$ cat src/sv/itemset_support_counter_assert.svh
// assertion macros for the itemset support counter
// used by the top level only; expects a signal named clk and rst in scope
`ifndef ITEMSET_SUPPORT_COUNTER_ASSERT_SVH
`define ITEMSET_SUPPORT_COUNTER_ASSERT_SVH

// condition holds in the same cycle as the trigger
`define ISC_ASSERT_SAME(label, trig, cond) \
  label: assert property (@(posedge clk) disable iff (rst) (trig) |-> (cond)) \
    else $error("itemset support counter check failed");

// condition holds in the cycle after the trigger
`define ISC_ASSERT_NEXT(label, trig, cond) \
  label: assert property (@(posedge clk) disable iff (rst) (trig) |=> (cond)) \
    else $error("itemset support counter check failed");

`endif

$ cat src/sv/isc_pkg.sv
// shared types, codes and sizes for the itemset support counter
// no dependencies; used by every other file of the block but the assert header
package isc_pkg;

  localparam int ITEM_COUNT        = 40;
  localparam int TRANSACTION_DEPTH = 1024;
  localparam int QUEUE_DEPTH       = 2;

  localparam int MASK_W   = 40;
  localparam int ITEM_W   = 8;
  localparam int CMD_W    = 2;
  localparam int STATUS_W = 2;
  localparam int CNT_W    = 11;
  localparam int ADDR_W   = $clog2(TRANSACTION_DEPTH);
  localparam int BIT_W    = $clog2(ITEM_COUNT);
  localparam int QPTR_W   = $clog2(QUEUE_DEPTH);
  localparam int QCNT_W   = $clog2(QUEUE_DEPTH + 1);

  localparam logic [CMD_W-1:0] CMD_ADD   = 2'd0;
  localparam logic [CMD_W-1:0] CMD_CLOSE = 2'd1;
  localparam logic [CMD_W-1:0] CMD_QUERY = 2'd2;

  localparam logic [STATUS_W-1:0] STATUS_OK       = 2'd0;
  localparam logic [STATUS_W-1:0] STATUS_BAD_ITEM = 2'd1;
  localparam logic [STATUS_W-1:0] STATUS_FULL     = 2'd2;

  typedef enum logic [2:0] {
    OP_NOP,
    OP_ADD,
    OP_BAD_ITEM,
    OP_CLOSE,
    OP_QUERY
  } op_t;

  typedef enum logic {
    ST_IDLE,
    ST_SCAN
  } back_state_t;

  // one classified request as it sits in the queue
  typedef struct packed {
    op_t               op;
    logic [BIT_W-1:0]  bit_idx;
    logic [MASK_W-1:0] rule;
    logic [MASK_W-1:0] ante;
  } entry_t;

endpackage

$ cat src/sv/isc_fifo.sv
// short queue of classified requests between front and back
// depends on isc_pkg
module isc_fifo (
  input  logic             clk,
  input  logic             rst,
  input  logic             push_valid,
  input  isc_pkg::entry_t  push_data,
  output logic             push_ready,
  output logic             pop_valid,
  output isc_pkg::entry_t  pop_data,
  input  logic             pop_ready
);
  import isc_pkg::*;

  entry_t              slots [QUEUE_DEPTH];
  logic [QPTR_W-1:0]   wr_ptr;
  logic [QPTR_W-1:0]   rd_ptr;
  logic [QCNT_W-1:0]   fill;
  logic                do_push;
  logic                do_pop;

  assign push_ready = (fill != QCNT_W'(QUEUE_DEPTH));
  assign pop_valid  = (fill != '0);
  assign pop_data   = slots[rd_ptr];
  assign do_push    = push_valid && push_ready;
  assign do_pop     = pop_valid && pop_ready;

  // pointers and fill level
  always_ff @(posedge clk) begin
    if (rst) begin
      wr_ptr <= '0;
      rd_ptr <= '0;
      fill   <= '0;
    end else begin
      if (do_push) wr_ptr <= wr_ptr + QPTR_W'(1);
      if (do_pop)  rd_ptr <= rd_ptr + QPTR_W'(1);
      fill <= fill + QCNT_W'(do_push) - QCNT_W'(do_pop);
    end
  end

  // slot storage
  always_ff @(posedge clk) begin
    if (do_push) slots[wr_ptr] <= push_data;
  end

endmodule

$ cat config.mk
export PLATFORM = sky130hd
export DESIGN_NAME = isc_fifo
export DESIGN_NICKNAME = d
export VERILOG_FILES = /design/src/sv/itemset_support_counter_assert.svh /design/src/sv/isc_pkg.sv /design/src/sv/isc_fifo.sv
export SDC_FILE = /design/constraint.sdc
export NUM_CORES = 1
export LEC_CHECK = 0
export BUFFER_PORTS_ARGS = -buffer_cell sky130_fd_sc_hd__buf_2
export CORE_MARGIN = 2
export CORE_UTILIZATION = 35
export DETAILED_ROUTE_END_ITERATION = 10
export PLACE_DENSITY = 0.61
export SYNTH_ARGS = -nofsm -noshare
export SYNTH_HDL_FRONTEND = slang
export SYNTH_SLANG_ARGS = --single-unit
export TNS_END_PERCENT = 20
$ cat constraint.sdc
create_clock -name clk -period 9 [get_ports clk]
set_clock_uncertainty 0.05 [all_clocks]
set_input_delay 0.45 -clock clk [delete_from_list [all_inputs] [get_ports clk]]
set_output_delay 0.45 -clock clk [all_outputs]
set_load 0.02 [all_outputs]
# Yosys cells after proc, flatten, opt, wreduce, memory -nomap -nowiden
# Memories as Yosys holds them, arrays and structs flattened. A register that Yosys moved wholly into a read port is not among the register bits.
# Cells that the tools add are included.
[word_totals]
regBits = 4
latch_bits = 0
ram_bits = 178
rom_bits = 0
inputBits = 93
out_inout_bits = 91
elab_cells = 16
memories = 1
[op_classes]
add_sub_neg = 4
n_mul = 0
div = 0
n_lt_le_gt_ge = 0
eq_ne = 1
shift = 0
muxes = 4
bitwise = 0
n_reduce_logical = 3
[mem_list]
columns = ["name", "depth", "word_bits", "rd", "rd_ports_with_merged_regs", "wr", "line", "text"]
rows = [
  ["slots", 2, 89, 1, 1, 1, "isc_fifo.sv:15", "entry_t slots [QUEUE_DEPTH];"],
]
[op_table]
columns = ["operator", "n"]
rows = [
  ["1-bit 2-to-1 mux", 4],
  ["1-bit adder (second input constant)", 2],
  ["2-bit by 1-bit adder with 2-bit output", 1],
  ["1-bit logical AND", 2],
  ["2-bit != test (second input constant)", 1],
  ["2-bit nonzero test", 1],
  ["2-bit by 1-bit subtractor with 2-bit output", 1],
]

# Depth between registers and ports, before layout
[logic_depth]
ltp_word = 4
depth_mapped = 6
depth_no_buf = 6

# Worst setup path before layout
# OpenSTA, ideal clock, no wires.
[synth_path]
path_type = "reg2reg"
start = "register fill[0]"
end = "memory slots[1][0] (netlist name), enable pin"
setup_time_ns = 0.458
t_arrival_ns = 2.861
required_ns = 8.492
slack_ns = 5.631
path_stages_with_launch = 3
n_path_buf = 0
period_less_slack_ns = 3.369
cell_sequence = "dfxtp_1 -> nand2b_1 -> and3_1"
[synth_between]
elab_chain_len = 4
[synth_lines]
columns = ["item", "line", "text"]
rows = [
  ["start, declared", "isc_fifo.sv:18", "logic [QCNT_W-1:0] fill;"],
  ["start signal, assigned", "isc_fifo.sv:37", "fill <= fill + QCNT_W'(do_push) - QCNT_W'(do_pop);"],
  ["2-bit != test", "isc_fifo.sv:22", "assign push_ready = (fill != QCNT_W'(QUEUE_DEPTH));"],
  ["named net push_ready", "isc_fifo.sv:8", "output logic push_ready,"],
  ["1-bit logical AND", "isc_fifo.sv:25", "assign do_push = push_valid && push_ready;"],
  ["1-bit 2-to-1 mux", "isc_fifo.sv:43", "if (do_push) slots[wr_ptr] <= push_data;"],
  ["1-bit 2-to-1 mux (implied by the code)", "isc_fifo.sv:43", ""],
  ["end, declared", "isc_fifo.sv:15", ""],
]
# The timed path passes the listed nets, and every way through them passes these cells.

==> results.cfg <==
[placement]
dp_hpwl_um = 8020
pre_cts_ws_ps = 6460
gp_congestion = 0.678
io_buffers = 183

[synth]
ys_ff_latch = 183
synthCells = 306
yosysWarnings = 0
syn_area_per_cell_sq_um = 21.9
synthDistinctLibCells = 24
synth_area_sq_um = 6710
ys_seq_area_frac = 0.811
syn_nets = 400

[cts]
clock_latency_ps = 410
htreeDepth = 4
cts_resized = 0
cts_buffers = 17
cts_tree = yes
ctsHoldBuffers = 0
postCtsSetupBuffers = 0
cts_buffer_depth = 2
cts.sinks = 183
clockRootBuffer = clkbuf_16
clkTransAtPathRegs_ps = 70

[layout]
multiInputGateArea_sq_um = 1200
final_cell_mix = buf_2 (183), edfxtp_1 (178), mux2_2 (79), clkbuf_16 (17), mux2_4 (10)
nNetsFinal = 595
final_common_cell = buf_2
seq_area_sq_um = 5450
syn_to_final_growth_pct = 25.9
fill_cells = 1668
final_util = 0.450
drive_gt1_frac = 0.596

[route]
via_per_inst = 4.57
dr.pass1.iters = 5
drt-initial-drc-count = 149
ant_nets = 0
vias = 3417
wl_per_cell_um = 16.7
wl_um = 12500
drc_errors = 0

[sta]
finalSetupViolCount = 0
worst_slew_pin_slew_ps = 897
rsz0062_at_grt = no
setup_ws_ps = 6030
final_hold_viol_count = 0
setup_tns_ps = 0
maxSlewViolCount = 0
fmax_mhz = 336
relSlewSlack = 0.402
post-route-period-util = 0.330
period_minus_slack_ps = 2970

[worst_setup_path]
worstReg2RegStart = fill[0]$_SDFF_PP0_
crit_path_start_kind = flop
cp_data_required_time_ps = 8500
crit_type = flop to output port
worstPathMaxFanout = 56
cp_data_arrival_time_ps = 2470
r2r_end = slots[1][67]$_DFFE_PP_
worstSetupEndpointType = output port
rr_worst_depth = 3
r2r_setup_slack_ps = 6620

[global_route]
grt_pass1_wl_um = 19100
grt_max_degree = 65
gr-total-overflow = 0
antenna_found_initial = 2
grt.total_usage = 0.124
grt_pass1_vias = 3704

[pwr]
switchingPower_uw = 642
p_leak_nw = 3.14
p_comb_frac = 0.220
cellPowerDensity_nw_per_um2 = 272
peakVddDrop_mv = 0.121
p_int_mw = 1.66
p_clk_frac = 0.311
seqPwrFrac = 0.470
p_sw_frac = 0.280

[floorplanning]
dieHeight_um = 142
die_area_sq_um = 20300
dieWidth_um = 142
fp-row-count = 50
num_io_pins = 184
core-area_sq_um = 18800
start_util = 0.358

[min_path]
min_path_type = primary input to flop
hold_depth = 1
hold_start = push_data[49]
hold_end = slots[1][49]$_DFFE_PP_

[run_status]
status = finished, final reports clean

[run]
maxCapViolations = 0
## routing by layer
metal / GRT usage / vias to the layer above / share of wire
li1: - / 1603 / -
met1: 0.148 / 1692 / 0.42
met2: 0.207 / 110 / 0.50
met3: 0.0474 / 10 / 0.069
met4: 0.0401 / 2 / 0.011
met5: 0 / - / 0.00056
## Yosys cell counts
master / number / area, sq um
nor2_1: 5 / 18.8
a21bo_2: 1 / 10.0
dfxtp_1: 5 / 100
mux2_1: 1 / 11.3
and3_1: 1 / 6.26
nand3b_1: 1 / 7.51
a21bo_1: 1 / 10.0
and2b_1: 1 / 7.51
mux2_2: 79 / 890
buf_6: 3 / 33.8
edfxtp_1: 178 / 5350
inv_1: 1 / 3.75
ha_1: 1 / 12.5
nor2b_1: 2 / 12.5
nand3_1: 1 / 5.00
or2_2: 1 / 6.26
buf_2: 7 / 35.0
mux2_4: 10 / 150
a32oi_1: 1 / 8.76
o21ai_0: 2 / 10.0
a211oi_1: 1 / 7.51
a21oi_1: 1 / 5.00
nand2b_1: 1 / 6.26
xor2_1: 1 / 8.76
## worst max path at each step
stage               slack, ps                     to                from
global placement         6470           pop_data[19]                flop
CTS                      5980           pop_data[19]                flop
global route             5900           pop_data[56]                flop
floorplan                5630  slots[1][0]$_DFFE_PP_  fill[0]$_SDFF_PP0_
finish                   6030           pop_data[56]                flop
detailed placement       6460           pop_data[20]                flop
## final cells by class
cell class	instances	area share
Timing Repair Buffer	186	0.111
Inverter	1	0.000741
Antenna cell	1	0.000296
Tap cell	234	0.0347
Clock buffer	19	0.0512
Clock inverter	12	0.0151
Multi-Input combinational cell	112	0.142
Sequential cell	183	0.645
## power by group through the flow
stage	Clock, mW	Combinational, mW	Sequential [mW]
3_5_place_dp	0	0.514	1.10
3_3_place_gp	0	0.509	1.09
5_1_grt	0.771	0.544	1.09
2_1_floorplan	0	0.375	1.08
6_report	0.714	0.505	1.08
4_1_cts	0.736	0.518	1.08
## logic make-up (layout without fill, tap and decap cells)
logic type	after synthesis	count (layout)	synth area share
flip-flops	183	183	0.811
multiplexers	90	90	0.157
AND/OR/NAND/NOR	13	13	0.0104
buffers and inverters	11	218	0.0108
AO/OA/AOI/OAI	7	7	0.00764
adder cells (fa/ha/maj)	1	1	0.00186
XOR/XNOR	1	1	0.00131
other	0	1	0
## flip-flops by register name, summed over array words and instances, names as in the netlist, named ones only
| signal | cells |
|---|---|
| fill | 2 |
| slots | 178 |
| rd_ptr | 1 |
| wr_ptr | 1 |
## worst max-delay path, stage by stage (launching register included)
cell	delay, ps
dfxtp_4	690
buf_4	680
mux2_2	430
buf_2	160
## stage by stage
stage,cell area (sq um),hold WS [ps],std cells,power (mW)
6_report,8450,171,748,2.30
4_1_cts,8450,144,747,2.33
3_3_place_gp,7890,440,716,1.60
2_1_floorplan,6710,422,306,1.45
3_5_place_dp,7890,441,716,1.61
5_1_grt,8450,150,748,2.40
(Power assumes the default switching activity.)
