==> config.mk <==
export PLATFORM = sky130hd
export DESIGN_NAME = isc_front_flat
export DESIGN_NICKNAME = d
export VERILOG_FILES = /design/src/sv/itemset_support_counter_assert.svh /design/src/sv/isc_pkg.sv /design/src/sv/isc_if.sv /design/src/sv/isc_front.sv /design/src/flat_wrapper.sv
export SDC_FILE = /design/constraint.sdc
export NUM_CORES = 1
export LEC_CHECK = 0
export BUFFER_PORTS_ARGS = -buffer_cell sky130_fd_sc_hd__clkbuf_2
export CORE_AREA = 2 2 71 73
export DETAILED_ROUTE_END_ITERATION = 10
export DIE_AREA = 0 0 73 75
export PLACE_DENSITY = 0.66
export SLEW_MARGIN = 20
export SYNTH_ARGS = -nofsm -noshare
export SYNTH_HDL_FRONTEND = slang
export SYNTH_SLANG_ARGS = --single-unit
export TNS_END_PERCENT = 100
==> constraint.sdc <==
create_clock -name vclk -period 2.15
set_clock_uncertainty 0.05 [all_clocks]
set_input_delay 0.43 -clock vclk [all_inputs]
set_output_delay 0.43 -clock vclk [all_outputs]
set_load 0.01 [all_outputs]
==> src/sv/itemset_support_counter_assert.svh <==
// assertion macros for the itemset support counter
// used by the top level only; expects a signal named clk and rst in scope
`ifndef ITEMSET_SUPPORT_COUNTER_ASSERT_SVH
`define ITEMSET_SUPPORT_COUNTER_ASSERT_SVH

// condition holds in the same cycle as the trigger
`define ISC_ASSERT_SAME(label, trig, cond) \
  label: assert property (@(posedge clk) disable iff (rst) (trig) |-> (cond)) \
    else $error("itemset support counter check failed");

// condition holds in the cycle after the trigger
`define ISC_ASSERT_NEXT(label, trig, cond) \
  label: assert property (@(posedge clk) disable iff (rst) (trig) |=> (cond)) \
    else $error("itemset support counter check failed");

`endif

==> src/sv/isc_pkg.sv <==
// shared types, codes and sizes for the itemset support counter
// no dependencies; used by every other file of the block but the assert header
package isc_pkg;

  localparam int ITEM_COUNT        = 40;
  localparam int TRANSACTION_DEPTH = 1024;
  localparam int QUEUE_DEPTH       = 2;

  localparam int MASK_W   = 40;
  localparam int ITEM_W   = 8;
  localparam int CMD_W    = 2;
  localparam int STATUS_W = 2;
  localparam int CNT_W    = 11;
  localparam int ADDR_W   = $clog2(TRANSACTION_DEPTH);
  localparam int BIT_W    = $clog2(ITEM_COUNT);
  localparam int QPTR_W   = $clog2(QUEUE_DEPTH);
  localparam int QCNT_W   = $clog2(QUEUE_DEPTH + 1);

  localparam logic [CMD_W-1:0] CMD_ADD   = 2'd0;
  localparam logic [CMD_W-1:0] CMD_CLOSE = 2'd1;
  localparam logic [CMD_W-1:0] CMD_QUERY = 2'd2;

  localparam logic [STATUS_W-1:0] STATUS_OK       = 2'd0;
  localparam logic [STATUS_W-1:0] STATUS_BAD_ITEM = 2'd1;
  localparam logic [STATUS_W-1:0] STATUS_FULL     = 2'd2;

  typedef enum logic [2:0] {
    OP_NOP,
    OP_ADD,
    OP_BAD_ITEM,
    OP_CLOSE,
    OP_QUERY
  } op_t;

  typedef enum logic {
    ST_IDLE,
    ST_SCAN
  } back_state_t;

  // one classified request as it sits in the queue
  typedef struct packed {
    op_t               op;
    logic [BIT_W-1:0]  bit_idx;
    logic [MASK_W-1:0] rule;
    logic [MASK_W-1:0] ante;
  } entry_t;

endpackage

==> src/sv/isc_if.sv <==
// request and result channel interfaces of the itemset support counter
// depends on isc_pkg
interface isc_req_if;
  logic                           valid;
  logic                           ready;
  logic [isc_pkg::CMD_W-1:0]      command;
  logic [isc_pkg::ITEM_W-1:0]     item_id;
  logic [isc_pkg::MASK_W-1:0]     rule_items;
  logic [isc_pkg::MASK_W-1:0]     antecedent_items;

  modport source (output valid, command, item_id, rule_items, antecedent_items,
                  input ready);
  modport sink (input valid, command, item_id, rule_items, antecedent_items,
                output ready);
endinterface


==> src/sv/isc_front.sv <==
// front end: takes requests and classifies them into queue entries
// depends on isc_pkg and isc_req_if
module isc_front (
  isc_req_if.sink                req,
  output logic                   push_valid,
  output isc_pkg::entry_t        push_data,
  input  logic                   push_ready
);
  import isc_pkg::*;

  logic item_ok;

  // item must lie in 1..ITEM_COUNT
  assign item_ok = (req.item_id != '0) && (req.item_id <= ITEM_W'(ITEM_COUNT));

  // decode the command into an operation
  always_comb begin
    push_data.bit_idx = BIT_W'(req.item_id - ITEM_W'(1));
    push_data.rule    = req.rule_items;
    push_data.ante    = req.antecedent_items;
    case (req.command)
      CMD_ADD:   push_data.op = item_ok ? OP_ADD : OP_BAD_ITEM;
      CMD_CLOSE: push_data.op = OP_CLOSE;
      CMD_QUERY: push_data.op = OP_QUERY;
      default:   push_data.op = OP_NOP;
    endcase
  end

  assign push_valid = req.valid;
  assign req.ready  = push_ready;

endmodule

==> src/flat_wrapper.sv <==
// flat-port wrapper written by rule: the top's interface ports become plain ports
module isc_front_flat import isc_pkg::*;
  (push_valid, push_data, push_ready, req_valid, req_command, req_item_id, req_rule_items, req_antecedent_items, req_ready);
  isc_req_if req_i ();
  output logic push_valid;
  output isc_pkg::entry_t push_data;
  input  logic push_ready;
  input wire logic [$bits(req_i.valid)-1:0] req_valid;
  input wire logic [$bits(req_i.command)-1:0] req_command;
  input wire logic [$bits(req_i.item_id)-1:0] req_item_id;
  input wire logic [$bits(req_i.rule_items)-1:0] req_rule_items;
  input wire logic [$bits(req_i.antecedent_items)-1:0] req_antecedent_items;
  output wire logic [$bits(req_i.ready)-1:0] req_ready;
  assign req_i.valid = req_valid;
  assign req_i.command = req_command;
  assign req_i.item_id = req_item_id;
  assign req_i.rule_items = req_rule_items;
  assign req_i.antecedent_items = req_antecedent_items;
  assign req_ready = req_i.ready;
  isc_front u_core (.req(req_i), .push_valid(push_valid), .push_data(push_data), .push_ready(push_ready));
endmodule
Word-level counts from Yosys, hierarchy flattened
Cells that the tools add are included.

word-level totals
  bits in registers = 0
  latch bits = 0
  memory bits (writable) = 0
  bits in read-only memories = 0
  output and inout port bits = 91
  memories kept = 0

operators by class
  add/subtract/negate cells = 1
  multiply operators = 0
  div/mod/pow operators = 0
  $lt $le $gt $ge = 1
  eq/ne operators = 2
  shift operators = 0
  multiplexer cells = 2
  bitwise gates (word level) = 0
  reductions and logical operators = 3

operators with widths
  kind                   count
  $pmux W3 S3            1
  $le A8 B6 Y1 const B   1
  $reduce_bool A8 Y1     1
  $sub A6 B1 Y6 const B  1
  $eq A2 B1 Y1 const B   1
  $eq A2 B2 Y1 const B   1
  $logic_not A2 Y1       1
  $mux W2                1
  $logic_and A1 B1 Y1    1

Longest topological paths before layout
  depth after elaboration = 4
  depth in mapped cells = 5

Worst setup path before layout
Ideal clock, no wire load.

  kind = input port to output port
  start = input port req_item_id[0]
  end = output port push_data[87] (netlist bit)
  arrival = 1.241 ns
  slack = 0.429 ns
  stages = 5
  path buffers = 0
  cells stage by stage = inv_1 > ha_1 > and2b_2 > o221ai_2 > o21ba_1

RTL lines
  what             RTL line            RTL
  start, declared  flat_wrapper.sv:10  input wire logic [$bits(req_i.item_id)-1:0] req_item_id;
  end, declared    flat_wrapper.sv:6   output isc_pkg::entry_t push_data;

==> tab_implementation.tex <==
\begin{tabular}{lr}
\hline
Metric & Value \\
\hline
\multicolumn{2}{l}{\textbf{Drt}} \\
TritonRoute pass-1 iters & 2 \\
Detailed-route wire length per cell & 15.4 um \\
Post-route ant nets & 0 \\
Drt first-iter violations & 3 \\
Post-DR vias/cell & 3.53 \\
DRC & 0 \\
Overall via count from detail\_route & 339 \\
Sum of routed wire length over all layers & $\sim$1500 um \\
\multicolumn{2}{l}{\textbf{Yosys}} \\
Mean area per synthesized cell & approximately 7.5 um2 \\
Synthesized area & approximately 790 um2 \\
Synthesis Warnings & 0 \\
Sequential-to-total area share from yosys stat & 0\% \\
Fraction of the mapped netlist area in simple logic gates & 7.47\% \\
Multiplexer share of the synthesized area & 0\% \\
Synth cell types & 17 \\
Fraction of post-synthesis cell area in the top cell type by area & approximately four fifths \\
Area fraction in compound gates after synthesis & 4.77\% \\
Combinational family with the most area after synthesis & buffers and inverters \\
Arithmetic-cell share of the synthesized area counting full adders, half adders and majority gates & 3.18\% \\
Largest area contributor in the netlist & sky130\_fd\_sc\_hd\_\_buf\_4 \\
Net count of the mapped netlist & 199 \\
Post-synthesis instance total & 105 \\
XOR/XNOR share of the synthesized area & $\sim$4.5\% \\
Cell types occupying the most area after synthesis & sky130\_fd\_sc\_hd\_\_buf\_4 78\%, sky130\_fd\_sc\_hd\_\_xor2\_1 3.3\%, sky130\_fd\_sc\_hd\_\_ha\_1 3.2\% \\
\multicolumn{2}{l}{\textbf{Worst setup path}} \\
Critical path data arrival time & 1.49 ns \\
Cell chain of the critical path & clkbuf\_2 > inv\_1 > ha\_1 > and2b\_2 > o221ai\_2 > o21ba\_1 > clkbuf\_2 \\
Cell with the most instances on the worst path & sky130\_fd\_sc\_hd\_\_clkbuf\_2 \\
Endpoint required time on the critical path & 1.67 ns \\
Critical-path top delay cell & sky130\_fd\_sc\_hd\_\_ha\_1 \\
Sort of element at the end of the critical path & output port \\
Max FO, Critical Path & 3 \\
Critical path start-end classification & in2out \\
Delay of the slowest cell on the worst path & 0.22 ns \\
Kind of start point of the critical path & primary input \\
\multicolumn{2}{l}{\textbf{Die}} \\
Area enclosed by the die boundary & between 5000 and 6000 um2 \\
Number of standard-cell rows in the floorplan & 25 \\
Starting density of the core & 16.9\% \\
Count of boundary I/O pins & approximately 180 \\
Placeable core region & 4660 um2 \\
Die width & 73 um \\
Vertical extent of the die & 75 um \\
\multicolumn{2}{l}{\textbf{Final layout}} \\
Most frequent cells in the layout & 19 x sky130\_fd\_sc\_hd\_\_clkbuf\_2, 4 x sky130\_fd\_sc\_hd\_\_inv\_1, 3 x sky130\_fd\_sc\_hd\_\_xor2\_1, 2 x sky130\_fd\_sc\_hd\_\_nand2\_1, 2 x sky130\_fd\_sc\_hd\_\_ha\_1 \\
Net total in the final layout & 138 \\
Synth-to-layout area growth & -57.6\% \\
Diode insertion count for antenna repair & 0 \\
Number of clock buffer instances in the layout & 0 \\
Number of filler cells placed in the layout & 540 \\
Area taken by flip-flops and latches & 0 um2 \\
Layout cells sized above 1 & 54.8\% \\
Number of sequential cells & 0 \\
Most common library cell in the layout ignoring fill and taps & sky130\_fd\_sc\_hd\_\_clkbuf\_2 \\
\multicolumn{2}{l}{\textbf{Timing}} \\
Peak clock frequency supported by timing & 508 MHz \\
Total Negative Setup Slacks & 0 ns \\
Worst slew slack as a fraction of its limit & 81.1\% \\
Unrepaired setup endpoints after global routing & false \\
Tightest Pin Transition & between 0.2 and 0.3 ns \\
Final count of pins violating max slew & 0 \\
Final setup fails & 0 \\
Final-report hold violation count & 0 \\
Crit path time final & 1.97 ns \\
Post-route clock period utilization & 91.6\% \\
\multicolumn{2}{l}{\textbf{Placed design}} \\
Placed wire-length estimate & 1310 um \\
RD Place Congestion & 0.674 \\
Count of port buffers added during placement & 19 \\
\multicolumn{2}{l}{\textbf{Clocking}} \\
Number of cells upsized or downsized after cts & 0 \\
Setup Buffers After CTS & 0 \\
CTS Hold Bufs & 0 \\
\multicolumn{2}{l}{\textbf{Status}} \\
Run status & finished clean \\
\multicolumn{2}{l}{\textbf{Power and ir drop}} \\
Static Leak & 0.164 nW \\
Max VDD drop & 0.0360 mV \\
Power consumption & around 0.055 mW \\
Power per standard cell area & 165 nW/um2 \\
\multicolumn{2}{l}{\textbf{Global routing}} \\
Antenna violations before repair & 0 \\
Vias in the first global route & 286 \\
Total grt overflow & 0 \\
Pin count of the biggest net entering global routing & 6 \\
First-pass GRT wire length & 1770 um \\
Combined global-route utilization of all metal layers & approximately 4.3\% \\
\multicolumn{2}{l}{\textbf{Run}} \\
\# Max-Cap Violations & 0 \\
\multicolumn{2}{l}{\textbf{Min path}} \\
Type of the most critical hold path & in2out \\
\hline
\end{tabular}
final timing paths:
check                      endpoint  cells after the start               startpoint  slack (ns)
worst min-delay path   push_data[0]                      0  req_antecedent_items[0]        0.81
worst max-delay path  push_data[87]                      7           req_item_id[0]        0.18
metrics by stage:
step,std cells,cell area (um2),utilization [%],setup slack (ns),hold slack [ns]
2_1_floorplan,105,787,-,0.429,0.854
3_5_place_dp,96,334,7.17,0.154,0.810
6_report,96,334,7.17,0.180,0.810
3_3_place_gp,96,334,7.17,0.154,0.810
4_1_cts,96,334,7.17,0.142,0.810
5_1_grt,96,334,7.17,0.0813,0.810
cell families (layout without fill, tap and decap cells):
kind of cell               count (synthesis)  after routing
AOI/OAI and AO/OA                          4              4
buffers and inverters                     86             23
xor gates and xnor gates                   4              4
adders and majority gates                  2              2
and+or+nand+nor                            9              9
area by class of cell:
class / count / area, um2 / share of cell area (%)
inverters: 4 / 15.0 / 4.49
well taps: 54 / 67.6 / 20.2
repair buffers: 19 / 95.1 / 28.5
multi-input cells: 19 / 156 / 46.8
layer usage:
metal / track usage [%] / share of wire, %
met2: 5.41 / 40
met3: 3.75 / 23
met4: 5.76 / 12
met5: 0 / 0
met1: 3.60 / 25
report_power, final:
| part | internal, mW | leakage (nW) | total [mW] | switching [mW] |
|---|---|---|---|---|
| Combinational | 0.0254 | 0.164 | 0.0551 | 0.0297 |
| Sequential | 0 | 0 | 0 | 0 |
| Clock | 0 | 0 | 0 | 0 |
critical path: cells and delay by family:
family	cells	cell delay, ns
AOI/OAI and AO/OA	2	0.34
adders and majority gates	1	0.22
buffers and inverters	3	0.30
and+or+nand+nor	1	0.20
synth_stat cells:
| master | number |
|---|---|
| sky130_fd_sc_hd__a21oi_1 | 1 |
| sky130_fd_sc_hd__nor2_1 | 1 |
| sky130_fd_sc_hd__nand2b_1 | 1 |
| sky130_fd_sc_hd__ha_1 | 2 |
| sky130_fd_sc_hd__xor2_1 | 3 |
| sky130_fd_sc_hd__a211oi_1 | 1 |
| sky130_fd_sc_hd__xnor2_1 | 1 |
| sky130_fd_sc_hd__buf_4 | 82 |
| sky130_fd_sc_hd__and2b_2 | 1 |
| sky130_fd_sc_hd__o21ba_1 | 1 |
| sky130_fd_sc_hd__nor2b_1 | 1 |
| sky130_fd_sc_hd__nand2_1 | 2 |
| sky130_fd_sc_hd__nor3_2 | 1 |
| sky130_fd_sc_hd__inv_1 | 4 |
| sky130_fd_sc_hd__nor3_1 | 1 |
| sky130_fd_sc_hd__or3_4 | 1 |
| sky130_fd_sc_hd__o221ai_2 | 1 |
No activity file was read; power rests on OpenSTA's default activity.
